File: src/sv/lgtr_pkg.sv
// lgtr_pkg: shared types and constants for the topic resampler
// no dependencies; imported by the interfaces and by every module except lgtr_ram
package lgtr_pkg;

  localparam int KIND_W   = 2;
  localparam int ITEM_W   = 10;
  localparam int WORD_W   = 12;
  localparam int TOPIC_W  = 3;
  localparam int WEIGHT_W = 16;
  localparam int DRAW_W   = 16;
  localparam int ALPHA_W  = 16;
  localparam int TOTAL_BITS = 24;

  localparam logic [ALPHA_W-1:0] ALPHA_RESET = 16'd2560;

  // item kinds
  localparam logic [KIND_W-1:0] KIND_LOAD     = 2'd0;
  localparam logic [KIND_W-1:0] KIND_ASSIGN   = 2'd1;
  localparam logic [KIND_W-1:0] KIND_RESAMPLE = 2'd2;
  localparam logic [KIND_W-1:0] KIND_RESERVED = 2'd3;

  typedef struct packed {
    logic [KIND_W-1:0]   kind;
    logic [ITEM_W-1:0]   item_index;
    logic [WORD_W-1:0]   word_index;
    logic [TOPIC_W-1:0]  topic_index;
    logic [WEIGHT_W-1:0] weight_value;
    logic [DRAW_W-1:0]   uniform_draw;
  } item_t;

endpackage

File: src/sv/lgtr_ifs.sv
// lgtr_in_if / lgtr_out_if: valid-ready channels of the topic resampler
// depends on lgtr_pkg
interface lgtr_in_if import lgtr_pkg::*; ();
  logic                valid;
  logic                ready;
  logic [KIND_W-1:0]   kind;
  logic [ITEM_W-1:0]   item_index;
  logic [WORD_W-1:0]   word_index;
  logic [TOPIC_W-1:0]  topic_index;
  logic [WEIGHT_W-1:0] weight_value;
  logic [DRAW_W-1:0]   uniform_draw;

  modport source (output valid, kind, item_index, word_index, topic_index,
                  weight_value, uniform_draw, input ready);
  modport sink   (input valid, kind, item_index, word_index, topic_index,
                  weight_value, uniform_draw, output ready);
endinterface


File: src/sv/lgtr_front.sv
// lgtr_front: accepts input transfers, drops reserved kinds, queues the rest
// depends on lgtr_pkg and lgtr_in_if
module lgtr_front import lgtr_pkg::*; (
  input  logic        clk,
  input  logic        rst_n,
  input  logic        busy,
  lgtr_in_if.sink     in_ch,
  output item_t       q_head,
  output logic        q_valid,
  input  logic        q_pop
);

  localparam int QD  = 4;
  localparam int QAW = $clog2(QD);

  item_t            q_r [QD];
  logic [QAW-1:0]   wp_r;
  logic [QAW-1:0]   rp_r;
  logic [QAW:0]     cnt_r;
  logic             acc;
  logic             push;
  item_t            in_item;

  assign in_ch.ready = !busy && (cnt_r != (QAW+1)'(QD));
  assign acc         = in_ch.valid && in_ch.ready;
  assign push        = acc && (in_ch.kind != KIND_RESERVED);
  assign q_valid     = (cnt_r != '0);
  assign q_head      = q_r[rp_r];

  always_comb begin
    in_item.kind         = in_ch.kind;
    in_item.item_index   = in_ch.item_index;
    in_item.word_index   = in_ch.word_index;
    in_item.topic_index  = in_ch.topic_index;
    in_item.weight_value = in_ch.weight_value;
    in_item.uniform_draw = in_ch.uniform_draw;
  end

  // queue storage
  always_ff @(posedge clk) begin
    if (push) begin
      q_r[wp_r] <= in_item;
    end
  end

  // queue pointers
  always_ff @(posedge clk) begin
    if (!rst_n) begin
      wp_r  <= '0;
      rp_r  <= '0;
      cnt_r <= '0;
    end else begin
      if (push) begin
        wp_r <= wp_r + 1'b1;
      end
      if (q_pop) begin
        rp_r <= rp_r + 1'b1;
      end
      cnt_r <= cnt_r + (QAW+1)'(push) - (QAW+1)'(q_pop);
    end
  end

endmodule

File: src/flat_wrapper.sv
// flat-port wrapper written by rule: the top's interface ports become plain ports
module lgtr_front_flat import lgtr_pkg::*;
  (clk, rst_n, busy, q_head, q_valid, q_pop, in_ch_valid, in_ch_kind, in_ch_item_index, in_ch_word_index, in_ch_topic_index, in_ch_weight_value, in_ch_uniform_draw, in_ch_ready);
  lgtr_in_if in_ch_i ();
  input  logic clk;
  input  logic rst_n;
  input  logic busy;
  output item_t q_head;
  output logic q_valid;
  input  logic q_pop;
  input wire logic [$bits(in_ch_i.valid)-1:0] in_ch_valid;
  input wire logic [$bits(in_ch_i.kind)-1:0] in_ch_kind;
  input wire logic [$bits(in_ch_i.item_index)-1:0] in_ch_item_index;
  input wire logic [$bits(in_ch_i.word_index)-1:0] in_ch_word_index;
  input wire logic [$bits(in_ch_i.topic_index)-1:0] in_ch_topic_index;
  input wire logic [$bits(in_ch_i.weight_value)-1:0] in_ch_weight_value;
  input wire logic [$bits(in_ch_i.uniform_draw)-1:0] in_ch_uniform_draw;
  output wire logic [$bits(in_ch_i.ready)-1:0] in_ch_ready;
  assign in_ch_i.valid = in_ch_valid;
  assign in_ch_i.kind = in_ch_kind;
  assign in_ch_i.item_index = in_ch_item_index;
  assign in_ch_i.word_index = in_ch_word_index;
  assign in_ch_i.topic_index = in_ch_topic_index;
  assign in_ch_i.weight_value = in_ch_weight_value;
  assign in_ch_i.uniform_draw = in_ch_uniform_draw;
  assign in_ch_ready = in_ch_i.ready;
  lgtr_front u_core (.clk(clk), .rst_n(rst_n), .busy(busy), .in_ch(in_ch_i), .q_head(q_head), .q_valid(q_valid), .q_pop(q_pop));
endmodule
File: config.mk
export PLATFORM = sky130hd
export DESIGN_NAME = lgtr_front_flat
export DESIGN_NICKNAME = d
export VERILOG_FILES = /design/src/sv/lgtr_pkg.sv /design/src/sv/lgtr_ifs.sv /design/src/sv/lgtr_front.sv /design/src/flat_wrapper.sv
export SDC_FILE = /design/constraint.sdc
export NUM_CORES = 1
export LEC_CHECK = 0
export BUFFER_PORTS_ARGS = -buffer_cell sky130_fd_sc_hd__buf_2
export CAP_MARGIN = 25
export CELL_PAD_IN_SITES_DETAIL_PLACEMENT = 0
export CELL_PAD_IN_SITES_GLOBAL_PLACEMENT = 1
export CORE_ASPECT_RATIO = 1.5
export CORE_MARGIN = 2
export CORE_UTILIZATION = 40
export DETAILED_ROUTE_END_ITERATION = 10
export HOLD_SLACK_MARGIN = 0.15
export PLACE_DENSITY = 0.76
export SLEW_MARGIN = 20
export SYNTH_ARGS = -nofsm -noshare
export SYNTH_HDL_FRONTEND = slang
export SYNTH_SLANG_ARGS = --single-unit
File: constraint.sdc
create_clock -name clk -period 3.7 [get_ports clk]
set_input_delay 0.37 -clock clk [delete_from_list [all_inputs] [get_ports clk]]
set_output_delay 0.37 -clock clk [all_outputs]
set_load 0.005 [all_outputs]
==> flow_summary.json <==
{
  "dieWidth_um": 127,
  "min-delay-start": "rst_n",
  "hold_path.class": "input port to flop",
  "via_per_inst": 4.98,
  "syn-cell-area_sq_um": 9010,
  "r2r-start": "u_core.cnt_r[1]",
  "grt_max_degree": 60,
  "required_ns": 3.33,
  "n_fill_cell": 1739,
  "cts.repair.resized": 0,
  "timing.fmax_ghz": 0.359,
  "dp.final_hpwl_mm": 10.1,
  "ys_warn_count": 0,
  "grt_use_total": 0.142,
  "setup_viol": 0,
  "htree_levels": 1,
  "multi_input_area_sq_um": 1620,
  "syn_avg_cell_area_sq_um": 25.2,
  "nNetsFinal": 621,
  "crit_path_max_fanout": 32,
  "synthesis.nets": 428,
  "antenna_cells": 0,
  "routed_wl_mm": 16.6,
  "antenna_found_initial": 0,
  "setup_tns_ns": 0,
  "cts_made_buffers": 20,
  "dp_cells": 745,
  "fin_crit_ns": 2.79,
  "synth_edf_count": 236,
  "setup_ws_ns": 0.914,
  "rsz0062_at_grt": "no",
  "rows": 67,
  "gp_congestion": 0.688,
  "leakage_uw": 0.00373,
  "status": "complete, no violations",
  "route.vias.total": 4176,
  "finalCritPeriodShare": 0.753,
  "synth_compound_area_frac": 0.00389,
  "worst-r2r-setup-slack_ns": 1.50,
  "cts_tree": "done",
  "synthSimpleGateAreaFrac": 0.0101,
  "r2r_cells": 8,
  "synthFlopType": "edfxtp_1",
  "num_io_pins": 125,
  "cap_violations": 0,
  "synth.distinct_cells": 22,
  "die_y_um": 188,
  "first_pass_iters": 5,
  "skew_ns": 0.00777,
  "layoutNonFillerInstCount": 838,
  "ys_seq_area_frac": 0.807,
  "start_util": 0.405,
  "synth_fa_ha_area_frac": 0.0106,
  "peakVddDrop_mv": 0.288,
  "regArea_sq_um": 7270,
  "final_max_slew_viol_count": 0,
  "slew-limit-headroom": 0.384,
  "cp-end-kind": "output pin",
  "overflow": 0,
  "synth_xor_area_frac": 0.00389,
  "pre_cts_slack_ns": 1.29,
  "rr_endpoint": "u_core.cnt_r[2]",
  "critical_path_arrival_ns": 2.42,
  "clk_pin_slew_ns": 0.06,
  "grt_pass1_vias": 4652,
  "post-route-drc-count": 0,
  "synth.area.mux_share": 0.150,
  "hold-path-cell-count": 2,
  "power.density_nw_per_um2": 521,
  "ys_ff_latch": 245,
  "clk_path_buf_depth": 3,
  "die-area_sq_um": 23800,
  "finalHoldViolations": 0,
  "drtIter0Drc": 281,
  "cts_root_buf": "clkbuf_16",
  "numClockSinks": 245,
  "routedWlPerCell_um": 19.9,
  "worstMarginPinSlew_ns": 0.923,
  "drive_gt1_frac": 0.388,
  "drtAntennaViolNets": 0,
  "synth_top_family_by_area": "multiplexers",
  "port_buffers": 124,
  "clkLatencyLatePin_ns": 0.49,
  "start_kind": "flop",
  "area_delta_synth_final_pct": 23.5,
  "core_sq_um": 22200,
  "synth-async-reset-ratio": 0,
  "synthCells": 357,
  "grt_pass1_wl_mm": 25.9,
  "criticalPathCategory": "flop to output pin"
}
==> cell usage after synthesis (2+ instances only) <==
| master | n | area share |
|---|---|---|
| ha_1 | 6 | 0.0083 |
| mux4_2 | 59 | 0.15 |
| mux2i_1 | 2 | 0.0022 |
| buf_2 | 3 | 0.0017 |
| dfxtp_1 | 9 | 0.020 |
| edfxtp_1 | 236 | 0.79 |
| inv_1 | 5 | 0.0021 |
| nand2_1 | 5 | 0.0021 |
| clkbuf_1 | 5 | 0.0021 |
| buf_12 | 2 | 0.0044 |
| buf_4 | 4 | 0.0033 |
| xnor2_1 | 3 | 0.0029 |
| and2_1 | 9 | 0.0063 |
==> per-stage QoR <==
stage	area (sq um)	total power, uW	util	hold WS, ns
floorplan	9010	3540	-	0.468
global placement	9910	3750	0.446	0.480
detailed placement	9910	3780	0.446	0.510
CTS	11100	5870	0.501	0.209
global route	11100	6010	0.501	0.228
finish	11100	5800	0.501	0.224
==> final cells by class <==
| cell class | count | area share |
|---|---|---|
| clock buffers | 25 | 0.0486 |
| flip-flops and latches | 245 | 0.654 |
| multi-input cells | 92 | 0.145 |
| repair buffers | 186 | 0.112 |
| inverters | 5 | 0.00169 |
| clock inverters | 9 | 0.00787 |
| well taps | 276 | 0.0310 |
==> report_power, final <==
part	total, uW	internal, uW	leakage, uW	switching, uW
Clock	2040	1170	0.000305	874
Sequential	3200	3140	0.00221	61.8
Combinational	555	305	0.00121	250
==> sequential cells by signal (all words and copies together) (netlist names), named ones only <==
signal and cells:
u_core.wp_r 2, u_core.q_r 236, u_core.rp_r 2, u_core.cnt_r 3
==> how the worst max path moves through the flow <==
stage	from	to	depth (start not counted)
3_5_place_dp	in_ch_kind[0]	u_core.cnt_r[2]	9
3_3_place_gp	flop	q_head[23]	3
6_report	flop	q_head[23]	3
2_1_floorplan	in_ch_valid	u_core.q_r[0][0]	3
4_1_cts	flop	q_head[23]	3
5_1_grt	flop	q_head[23]	3
==> repair_timing <==
action	in CTS	in global routing
setup buffers	0	0
endpoints found under the hold margin	236	0
hold buffers	59	0
==> worst max-delay path: stages (launching register included) <==
cell and delay, ns:
dfxtp_4 0.78, buf_4 0.43, mux4_2 0.57, buf_2 0.15
==> cell usage in the layout, fill, tap and decap left out, drive strengths merged <==
master / netlist / routed
a211oi: 1 / 1
a21bo: 1 / 1
a21oi: 1 / 1
and2: 9 / 9
buf: 10 / 127
bufinv: 0 / 2
clkbuf: 5 / 25
clkinv: 0 / 7
dfxtp: 9 / 9
dlygate4sd3: 0 / 59
edfxtp: 236 / 236
fa: 1 / 1
ha: 6 / 6
inv: 5 / 5
mux2i: 2 / 2
mux4: 59 / 59
nand2: 5 / 5
nor2: 1 / 1
nor2b: 1 / 1
or3: 1 / 1
xnor2: 3 / 3
xor2: 1 / 1
==> routing by layer <==
metal  up-vias  part of all wire  global-route usage
li1       1880                 -                   -
met1      2177              0.39               0.171
met2        99              0.55               0.261
met3        20             0.042              0.0225
met4         0             0.019              0.0385
met5         -                 0                   0
==> cell families after synthesis <==
group | Yosys count
flip-flops | 245
multiplexers | 61
buffers and inverters | 20
AND/OR/NAND/NOR | 17
adder cells (fa/ha/maj) | 7
XOR/XNOR | 4
AO/OA/AOI/OAI | 3
No activity file was read; power rests on OpenSTA's default activity.
